--- src/hdl/srx_pkg.sv ---
// ----------------------------------------------------------------------------
// srx_pkg
// types, codes and reset values for the stuffed frame receiver
// ----------------------------------------------------------------------------
package srx_pkg;

  // default payload limit in bytes
  localparam int unsigned SRX_MAX_PAYLOAD = 1024;

  // xor applied to the byte that follows an escape
  localparam logic [7:0] STUFF_MASK = 8'h20;

  // configuration register indices
  localparam int unsigned CFG_IDX_W = 3;
  localparam logic [CFG_IDX_W-1:0] CFG_FLAG  = 3'd0;
  localparam logic [CFG_IDX_W-1:0] CFG_ADDR  = 3'd1;
  localparam logic [CFG_IDX_W-1:0] CFG_ESC   = 3'd2;
  localparam logic [CFG_IDX_W-1:0] CFG_CTRL0 = 3'd3;
  localparam logic [CFG_IDX_W-1:0] CFG_CTRL1 = 3'd4;

  // configuration reset values
  localparam logic [7:0] RST_FLAG  = 8'h7E;
  localparam logic [7:0] RST_ADDR  = 8'h03;
  localparam logic [7:0] RST_ESC   = 8'h7D;
  localparam logic [7:0] RST_CTRL0 = 8'h00;
  localparam logic [7:0] RST_CTRL1 = 8'h40;

  typedef enum logic [2:0] {
    PH_START = 3'd0,
    PH_ADDR  = 3'd1,
    PH_CTRL  = 3'd2,
    PH_HCHK  = 3'd3,
    PH_DATA  = 3'd4
  } phase_e;

  typedef enum logic [2:0] {
    EV_NONE = 3'd0,
    EV_GOOD = 3'd1,
    EV_ADDR = 3'd2,
    EV_CTRL = 3'd3,
    EV_HCHK = 3'd4,
    EV_DCHK = 3'd5,
    EV_OVER = 3'd6
  } event_e;

endpackage

--- src/hdl/stuffed_frame_receiver_top.sv ---
// ----------------------------------------------------------------------------
// stuffed_frame_receiver_top
// byte-stuffed frame receiver: header checks, destuffing, data check
// ----------------------------------------------------------------------------
// usage
//   input channel: one line byte plus the expected frame number per transfer
//   (in_valid_i / in_ready_o). output channel: exactly one result per input
//   transfer (out_valid_o / out_ready_i) carrying an optional destuffed
//   payload byte with its index, an event code and the frame length.
//   configuration: cfg_we_i writes cfg_data_i into register cfg_index_i in
//   the same cycle; indices above four are dropped. write only when idle.
// latency and throughput
//   the result of a transfer is in the output register in the cycle after
//   it is taken. one byte per cycle is sustained while out_ready_i is high;
//   parser state and output register both update in the accepting cycle,
//   and the step is a few byte compares, one xor and one counter increment.
// reset
//   parser returns to the start phase, count, escape and check xor are
//   cleared, registers take their default values, output register empties.
// stall
//   while a result waits and out_ready_i is low, in_ready_o is low and the
//   parser holds; a taken result frees the register in that same cycle.
// ----------------------------------------------------------------------------
module stuffed_frame_receiver_top
  import srx_pkg::*;
#(
  parameter int unsigned MAX_PAYLOAD = SRX_MAX_PAYLOAD,
  // count must reach MAX_PAYLOAD + 1 to flag overflow
  localparam int unsigned CNT_W = $clog2(MAX_PAYLOAD + 2)
) (
  input  logic                 clk_i,
  input  logic                 rst_ni,
  // configuration write port
  input  logic                 cfg_we_i,
  input  logic [CFG_IDX_W-1:0] cfg_index_i,
  input  logic [7:0]           cfg_data_i,
  // line byte input
  input  logic                 in_valid_i,
  output logic                 in_ready_o,
  input  logic [7:0]           line_byte_i,
  input  logic                 frame_number_i,
  // result output
  output logic                 out_valid_o,
  input  logic                 out_ready_i,
  output logic                 payload_valid_o,
  output logic [7:0]           payload_byte_o,
  output logic [CNT_W-1:0]     payload_index_o,
  output logic [2:0]           event_res_o,
  output logic [CNT_W-1:0]     frame_length_o
);

  localparam logic [CNT_W-1:0] CNT_OVER = CNT_W'(MAX_PAYLOAD + 1);

  // configuration registers
  logic [7:0] flag_q, addr_q, esc_byte_q, ctrl0_q, ctrl1_q;

  // parser state
  phase_e           phase_q, phase_d;
  logic [CNT_W-1:0] count_q, count_d;
  logic             esc_q, esc_d;
  logic [7:0]       xor_q, xor_d;

  // result register
  logic             out_valid_q;
  logic             pvalid_q, pvalid_d;
  logic [7:0]       pbyte_q, pbyte_d;
  logic [CNT_W-1:0] pidx_q, pidx_d;
  event_e           ev_q, ev_d;
  logic [CNT_W-1:0] flen_q, flen_d;

  logic       in_xfer;
  logic [7:0] ctl;
  logic [7:0] destuffed;

  // the output register frees in the cycle its result is taken
  assign in_ready_o = !out_valid_q || out_ready_i;
  assign in_xfer    = in_valid_i && in_ready_o;

  assign ctl       = frame_number_i ? ctrl1_q : ctrl0_q;
  assign destuffed = esc_q ? (line_byte_i ^ STUFF_MASK) : line_byte_i;

  // configuration writes
  always_ff @(posedge clk_i or negedge rst_ni) begin
    if (!rst_ni) begin
      flag_q     <= RST_FLAG;
      addr_q     <= RST_ADDR;
      esc_byte_q <= RST_ESC;
      ctrl0_q    <= RST_CTRL0;
      ctrl1_q    <= RST_CTRL1;
    end else if (cfg_we_i) begin
      case (cfg_index_i)
        CFG_FLAG:  flag_q     <= cfg_data_i;
        CFG_ADDR:  addr_q     <= cfg_data_i;
        CFG_ESC:   esc_byte_q <= cfg_data_i;
        CFG_CTRL0: ctrl0_q    <= cfg_data_i;
        CFG_CTRL1: ctrl1_q    <= cfg_data_i;
        default: ;
      endcase
    end
  end

  // next phase
  always_comb begin
    phase_d = phase_q;
    case (phase_q)
      PH_ADDR: begin
        // address compare wins over a repeated flag
        if (line_byte_i == addr_q) begin
          phase_d = PH_CTRL;
        end else if (line_byte_i != flag_q) begin
          phase_d = PH_START;
        end
      end
      PH_CTRL: begin
        if (line_byte_i == ctl) begin
          phase_d = PH_HCHK;
        end else if (line_byte_i == flag_q) begin
          phase_d = PH_ADDR;
        end else begin
          phase_d = PH_START;
        end
      end
      PH_HCHK: begin
        phase_d = (line_byte_i == (addr_q ^ ctl)) ? PH_DATA : PH_START;
      end
      PH_DATA: begin
        if (line_byte_i == flag_q || count_q >= CNT_OVER) begin
          phase_d = PH_START;
        end
      end
      default: begin
        phase_d = (line_byte_i == flag_q) ? PH_ADDR : PH_START;
      end
    endcase
  end

  // datapath state and result fields
  always_comb begin
    count_d  = count_q;
    esc_d    = esc_q;
    xor_d    = xor_q;
    pvalid_d = 1'b0;
    pbyte_d  = '0;
    pidx_d   = '0;
    ev_d     = EV_NONE;
    flen_d   = '0;
    case (phase_q)
      PH_ADDR: begin
        if (line_byte_i != addr_q && line_byte_i != flag_q) begin
          ev_d = EV_ADDR;
        end
      end
      PH_CTRL: begin
        if (line_byte_i != ctl && line_byte_i != flag_q) begin
          ev_d = EV_CTRL;
        end
      end
      PH_HCHK: begin
        if (line_byte_i != (addr_q ^ ctl)) begin
          ev_d = EV_HCHK;
        end
      end
      PH_DATA: begin
        if (line_byte_i == flag_q) begin
          // closing flag: any pending escape is dropped
          if (xor_q == 8'h00 && count_q != '0) begin
            ev_d   = EV_GOOD;
            flen_d = count_q - CNT_W'(1);
          end else begin
            ev_d = EV_DCHK;
          end
          count_d = '0;
          esc_d   = 1'b0;
        end else if (count_q >= CNT_OVER) begin
          ev_d = EV_OVER;
        end else if (esc_q || line_byte_i != esc_byte_q) begin
          esc_d    = 1'b0;
          pvalid_d = 1'b1;
          pbyte_d  = destuffed;
          pidx_d   = count_q;
          xor_d    = xor_q ^ destuffed;
          count_d  = count_q + CNT_W'(1);
        end else begin
          esc_d = 1'b1;
        end
      end
      default: begin
        // frame start clears the per-frame state
        if (line_byte_i == flag_q) begin
          count_d = '0;
          esc_d   = 1'b0;
          xor_d   = 8'h00;
        end
      end
    endcase
  end

  // parser state advances on each input transfer
  always_ff @(posedge clk_i or negedge rst_ni) begin
    if (!rst_ni) begin
      phase_q <= PH_START;
      count_q <= '0;
      esc_q   <= 1'b0;
      xor_q   <= 8'h00;
    end else if (in_xfer) begin
      phase_q <= phase_d;
      count_q <= count_d;
      esc_q   <= esc_d;
      xor_q   <= xor_d;
    end
  end

  // output register valid
  always_ff @(posedge clk_i or negedge rst_ni) begin
    if (!rst_ni) begin
      out_valid_q <= 1'b0;
    end else if (in_xfer) begin
      out_valid_q <= 1'b1;
    end else if (out_ready_i) begin
      out_valid_q <= 1'b0;
    end
  end

  // output register payload
  always_ff @(posedge clk_i) begin
    if (in_xfer) begin
      pvalid_q <= pvalid_d;
      pbyte_q  <= pbyte_d;
      pidx_q   <= pidx_d;
      ev_q     <= ev_d;
      flen_q   <= flen_d;
    end
  end

  assign out_valid_o     = out_valid_q;
  assign payload_valid_o = pvalid_q;
  assign payload_byte_o  = pbyte_q;
  assign payload_index_o = pidx_q;
  assign event_res_o     = ev_q;
  assign frame_length_o  = flen_q;

endmodule

--- config.mk ---
export PLATFORM = sky130hd
export DESIGN_NAME = stuffed_frame_receiver_top
export DESIGN_NICKNAME = d
export VERILOG_FILES = /design/src/hdl/srx_pkg.sv /design/src/hdl/stuffed_frame_receiver_top.sv
export SDC_FILE = /design/constraint.sdc
export NUM_CORES = 1
export LEC_CHECK = 0
export BUFFER_PORTS_ARGS = -buffer_cell sky130_fd_sc_hd__buf_2
export CORE_MARGIN = 2
export CORE_UTILIZATION = 40
export DETAILED_ROUTE_END_ITERATION = 6
export SLEW_MARGIN = 15
export SYNTH_ARGS = -nofsm -noshare
export SYNTH_HDL_FRONTEND = slang
export SYNTH_SLANG_ARGS = --single-unit
--- constraint.sdc ---
create_clock -name clk_i -period 3.8 [get_ports clk_i]
set_input_delay 0.57 -clock clk_i [delete_from_list [all_inputs] [get_ports clk_i]]
set_output_delay 0.57 -clock clk_i [all_outputs]
set_load 0.01 [all_outputs]
# Word-level counts from Yosys, hierarchy flattened
# Cells that the tools add are included.
[op_classes]
addsub = 2
order_cmp = 1
eq_ne = 22
n_mux = 34
bitwise = 6
reduce_logical = 27
[op_table]
columns = ["op", "count"]
rows = [
  ["11-bit 2-to-1 mux", 4],
  ["8-bit 2-to-1 mux", 5],
  ["8-bit != test", 5],
  ["8-bit == test", 4],
  ["3-bit 2-to-1 mux", 8],
  ["3-bit case mux with 4 select lines", 2],
  ["11-bit case mux with 2 select lines", 1],
  ["8-bit case mux with 2 select lines", 1],
  ["8-bit XOR", 2],
  ["3-bit by 2-bit == test with 1-bit output (second input constant)", 4],
  ["11-bit by 1-bit adder with 11-bit output (second input constant)", 1],
  ["11-bit greater-or-equal comparator (second input constant)", 1],
  ["11-bit nonzero test", 1],
  ["11-bit by 1-bit subtractor with 11-bit output (second input constant)", 1],
  ["2-bit AND reduction", 5],
  ["8-bit logical NOT", 1],
  ["1-bit 2-to-1 mux", 8],
  ["2-bit != test (second input constant)", 4],
  ["3-bit by 1-bit == test with 1-bit output (second input constant)", 2],
  ["3-bit == test (second input constant)", 2],
  ["2-bit 2-to-1 mux", 3],
  ["6-bit 2-to-1 mux", 1],
  ["3-bit AND reduction", 2],
  ["6-bit AND reduction", 1],
  ["12 further kinds", 23],
]
[word_totals]
ff_bits = 98
in_bits = 25
out_inout_bits = 36

# Depth between registers and ports, before layout
[depth]
word_depth = 7
depth_mapped = 9

# Least setup slack after synthesis
# No wires, ideal clock.
[synth_timing]
kind = "in2reg"
start = "input out_ready_i"
end = "register phase_q[1]"
setup_ns = 0.132
t_arrival_ns = 2.864
required_time_ns = 3.668
setup_slack_ns = 0.804
stages = 6
n_path_buf = 1
path_cell_list = "nand2b_1 -> and2_1 -> clkbuf_1 -> o211ai_1 -> o21bai_1 -> o2bb2ai_1"
[synth_via]
elab_chain_cells = 3
[synth_lines]
columns = ["item", "line", "rtl"]
rows = [
  ["start: declaration", "stuffed_frame_receiver_top.sv:44", "input logic out_ready_i,"],
  ["1-bit logical OR", "stuffed_frame_receiver_top.sv:76", "assign in_ready_o = !out_valid_q || out_ready_i;"],
  ["1-bit logical AND", "stuffed_frame_receiver_top.sv:77", "assign in_xfer = in_valid_i && in_ready_o;"],
  ["net in_xfer", "stuffed_frame_receiver_top.sv:71", "logic in_xfer;"],
  ["3-bit AND reduction (no line)", "--", ""],
  ["end signal: assignment", "stuffed_frame_receiver_top.sv:206", "phase_q <= phase_d;"],
  ["end: declaration", "stuffed_frame_receiver_top.sv:58", "phase_e phase_q, phase_d;"],
]
# The timed path passes the listed nets, and every way through them passes these cells.
# A chain may end at the register's enable or synchronous reset.

# Final worst setup path
[layout_timing]
start = "register count_q[7]"
end = "register count_q[7]"
[layout_via]
elab_chain_cells = 5
elab_cells_between_ends = 8
[layout_lines]
columns = ["item", "line", "rtl"]
rows = [
  ["start: declaration", "stuffed_frame_receiver_top.sv:59", "logic [CNT_W-1:0] count_q, count_d;"],
  ["start signal: assignment", "stuffed_frame_receiver_top.sv:207", "count_q <= count_d;"],
  ["11-bit by 1-bit adder with 11-bit output", "stuffed_frame_receiver_top.sv:182", "count_d = count_q + CNT_W'(1);"],
  ["11-bit 2-to-1 mux", "stuffed_frame_receiver_top.sv:176", "end else if (esc_q || line_byte_i != esc_byte_q) begin"],
  ["11-bit 2-to-1 mux", "stuffed_frame_receiver_top.sv:174", "end else if (count_q >= CNT_OVER) begin"],
  ["11-bit 2-to-1 mux", "stuffed_frame_receiver_top.sv:164", "if (line_byte_i == flag_q) begin"],
  ["11-bit case mux with 2 select lines", "stuffed_frame_receiver_top.sv:147", "case (phase_q)"],
]
# Parallel ways exist; a longest one is shown, timed or not. The select of a mux whose other input is x is not followed.

==> impl_table.tex <==
\begin{tabular}{lr}
\hline
Metric & Value \\
\hline
\multicolumn{2}{l}{\textbf{Setup path}} \\
Category of the worst setup path capture point & flip-flop \\
Cell depth of the worst flop-to-flop path & 7 \\
Critical path data arrival time & 3.12 ns \\
Flop2flop setup slack & roughly 0.94 ns \\
Largest fanout on the critical path & 19 \\
Data required time of the worst path & about 4.1 ns \\
Crit path launch type & flip-flop \\
Capturing point of the worst reg2reg path & count\_q[7] \\
Delay of the slowest critical-path stage & a little over 0.6 ns \\
Ordered cell list for the critical path & or4\_4 -> o41ai\_2 -> o211ai\_1 -> nor2b\_2 -> buf\_4 -> nand3\_4 -> o31ai\_1 \\
Crit path max-delay cell type & or4\_4 \\
Crit Path Category & reg2reg \\
Startpoint of the lowest-slack register-to-register path & count\_q[7] \\
\multicolumn{2}{l}{\textbf{Drt}} \\
Antenna-violating nets left & 0 \\
Avg Vias per Cell & 5.34 \\
Detailed-route wire length & 10400 um \\
Number of remaining DRC errors & 0 \\
WL per Instance & 16.2 um \\
Detailed-routing iteration count for the pre-antenna-repair pass & 4 \\
Number of vias in the routed layout & between 3000 and 4000 \\
Detailed router's first-iteration violation count & approximately 220 \\
\multicolumn{2}{l}{\textbf{STA}} \\
Final Hold Vio Count & 0 \\
Setup clock skew after layout & 0.00906 ns \\
Final TNS setup & 0 ns \\
Period utilization & 0.753 \\
RSZ-0062 raised after global routing & no \\
Max-slew headroom at the worst pin & 0.418 \\
Maximum clock frequency & approximately 350 MHz \\
Worst Max-Slew Pin Slew & roughly 0.87 ns \\
Pins over their slew limit & 0 \\
Number of setup violations in the final report & 0 \\
Min Clock Period, post-route & 2.86 ns \\
Worst hold-check slack & 0.171 ns \\
\multicolumn{2}{l}{\textbf{CTS}} \\
Setup bufs post-CTS & 0 \\
Count of instances resized after the clock tree is built & 0 \\
TritonCTS buffer count & 9 \\
Hold-fix buffers at CTS & 0 \\
Maximum level of the CTS H-tree & 3 \\
Root buffer selected by CTS & clkbuf\_16 \\
Clock tree from TritonCTS & built \\
Clock transition at the register clock pins on the worst setup and hold paths after CTS & 0.06 ns \\
Number of buffers on the longest clock path & 2 \\
Number of clock sinks & 98 \\
Later-pin clock latency in the skew report & 0.35 ns \\
\multicolumn{2}{l}{\textbf{Synth}} \\
Number of nets produced by synthesis & 470 \\
Count of cell types in the netlist & 47 \\
Mapped Area & 4940 sq um \\
Sequential area share after synthesis & 0.535 \\
Number of flip-flops and latches in the synthesized netlist & a little under 100 \\
Number of instances in the synthesized netlist & 441 \\
Number of enable flip-flop cells after synthesis & 34 \\
Primary FF master, synth & dfrtp\_1 \\
Syn\_area\_per\_cell & around 11 sq um \\
Number of warnings printed during yosys synthesis & 0 \\
Share of synthesized flip-flops with an asynchronous set or reset & 0.653 \\
\multicolumn{2}{l}{\textbf{Status}} \\
Status & finished, final reports clean \\
\multicolumn{2}{l}{\textbf{Power}} \\
Worst vdd ir & 0.337 mV \\
Share of power burned in registers & 0.520 \\
Net switching component of the power & 655 uW \\
Clk pwr share & 0.327 \\
Internal Dissipation & between 1500 and 2000 uW \\
Switching power as a share of total power & 0.255 \\
Combinational share of power & 0.152 \\
Power density over the cells & between 400 and 500 nW/um\^{}2 \\
Static leakage & 0.00229 uW \\
\multicolumn{2}{l}{\textbf{Hold path}} \\
Path class of the lowest-slack min-delay path & in2async \\
\multicolumn{2}{l}{\textbf{Layout}} \\
Relative area change from synthesis to final layout & 13.9\% \\
Share of cells above drive strength 1 & 0.288 \\
Net count reported at finish & 520 \\
Number of fill cells & approximately 1100 \\
Ant diodes & 0 \\
\multicolumn{2}{l}{\textbf{Placed design}} \\
Final HPWL DP & 7420 um \\
Routability congestion estimate from global placement & 0.839 \\
Buffers added on ports & 60 \\
\multicolumn{2}{l}{\textbf{Floorplan}} \\
Starting utilization of the core area & 0.411 \\
Chip Height & 115 um \\
FP Rows & 40 \\
Die X-Extent & 115 um \\
Die Area & roughly 13000 sq um \\
Floorplan Core Area & 12000 sq um \\
I/O pin count & 61 \\
\multicolumn{2}{l}{\textbf{Global route}} \\
Global-route wire length before repair & $\sim$17000 um \\
Vias in the first global route & 3311 \\
Pin count of the biggest net entering global routing & 44 \\
Tot GR Track Use & 0.172 \\
Initial antenna violation count & 0 \\
Total congestion overflow & 0 \\
\multicolumn{2}{l}{\textbf{Flow run}} \\
Number of max-cap violations & 0 \\
\hline
\end{tabular}
## per-layer routing
metal  GRT usage  up-vias  part of all wire
li1            -     1664                 -
met1       0.224     1669              0.46
met2       0.278       82              0.49
met5           0        -                 0
met4      0.0635        0             0.015
met3      0.0427       16             0.041
## sequential cells by signal (all words and copies together), names as in the netlist
| name | flops |
|---|---|
| esc_q | 1 |
| out_valid_o | 1 |
| count_q | 11 |
| event_res_o | 3 |
| phase_q | 3 |
| frame_length_o | 11 |
| esc_byte_q | 8 |
| ctrl0_q | 8 |
| payload_index_o | 11 |
| payload_valid_o | 1 |
| payload_byte_o | 8 |
| ctrl1_q | 8 |
| xor_q | 8 |
| addr_q | 8 |
| flag_q | 8 |
## cell type report
cell class	count	area, sq um	share of cell area
Clock buffer	13	250	0.0445
Tap cell	147	184	0.0327
Multi-Input combinational cell	307	2150	0.382
Inverter	7	26.3	0.00467
Clock inverter	3	17.5	0.00311
Sequential cell	98	2640	0.469
Timing Repair Buffer	68	360	0.0640
## worst max-delay path: cells and delay by family (launching register included)
family / cells / cell delay [ns]
buf+inv: 1 / 0.33
flops: 1 / 0.46
simple gates: 3 / 1.20
compound gates: 3 / 0.77
## metrics by stage
| stage | std cells | setup slack, ns | area [sq um] | utilization | power (uW) |
|---|---|---|---|---|---|
| floorplan | 441 | 0.804 | 4940 | - | 1630 |
| global placement | 627 | 1.03 | 5360 | 0.446 | 1740 |
| detailed placement | 627 | 0.918 | 5360 | 0.446 | 1760 |
| CTS | 643 | 0.916 | 5630 | 0.469 | 2600 |
| global route | 643 | 0.671 | 5630 | 0.469 | 2700 |
| finish | 643 | 0.938 | 5630 | 0.469 | 2570 |
## cell usage in the layout (no fill, tap or decap), types with 2 or more instances in the layout
master,instances
nor3_1,14
inv_1,7
or4_1,2
dfstp_2,15
xor2_1,12
a21oi_1,4
o21ai_1,18
nor2b_1,2
buf_2,60
nand2b_1,2
nand2_1,34
buf_4,8
o21ai_0,4
nand3_1,16
clkinv_2,2
mux2i_1,8
clkbuf_16,9
dfrtp_1,49
o211ai_1,10
a41oi_1,2
ha_1,4
nor2_1,31
xnor2_1,37
nor4_1,6
and3_1,7
edfxtp_1,34
nand4_1,10
or3_1,3
and2_1,18
mux2_2,40
clkbuf_1,3
o31ai_1,5
## cells in the mapped netlist (2+ instances only)
library cell,count,share of area
edfxtp_1,34,0.21
nand2_1,34,0.026
and3_1,7,0.0089
inv_1,7,0.0053
xor2_1,12,0.021
ha_1,4,0.010
nand2b_1,2,0.0025
xnor2_1,37,0.066
clkbuf_1,26,0.020
nand4_1,10,0.013
nor2b_1,2,0.0025
a41oi_1,2,0.0035
dfstp_2,15,0.080
nor2_1,31,0.024
mux2_2,40,0.091
o211ai_1,10,0.015
o31ai_1,5,0.0076
or3_1,3,0.0038
nor4_1,6,0.0076
and2_1,19,0.024
mux2i_1,8,0.016
o21ai_0,4,0.0041
dfrtp_1,49,0.25
o21ai_1,18,0.018
nor3_1,14,0.014
nand3_1,16,0.016
a21oi_1,4,0.0041
buf_6,2,0.0046
or4_1,2,0.0030
## kinds of logic (layout without fill, tap and decap cells)
logic type      after synthesis  in the layout  synth area share
compound gates               53             53            0.0714
xor+xnor                     49             49            0.0869
fa+ha+maj                     4              4            0.0101
buf+inv                      36             91            0.0306
flops                        98             98             0.535
mux                          48             48             0.107
simple gates                153            153             0.159
## worst max path at each step
| stage | to | slack [ns] | depth (start not counted) | start |
|---|---|---|---|---|
| floorplan | phase_q[1] | 0.80 | 6 | out_ready_i |
| global placement | count_q[5] | 1.03 | 7 | count_q[6] |
| detailed placement | count_q[5] | 0.92 | 7 | count_q[6] |
| CTS | count_q[7] | 0.92 | 7 | count_q[7] |
| global route | count_q[5] | 0.67 | 9 | count_q[1] |
| finish | count_q[7] | 0.94 | 7 | count_q[7] |
## power by group through the flow
stage	Sequential (uW)	Clock [uW]	Combinational (uW)
6_report	1340	841	392
4_1_cts	1340	867	398
5_1_grt	1360	906	435
3_3_place_gp	1350	0	388
2_1_floorplan	1350	0	287
3_5_place_dp	1360	0	399
Note: power is estimated with default switching activity, not from simulation.
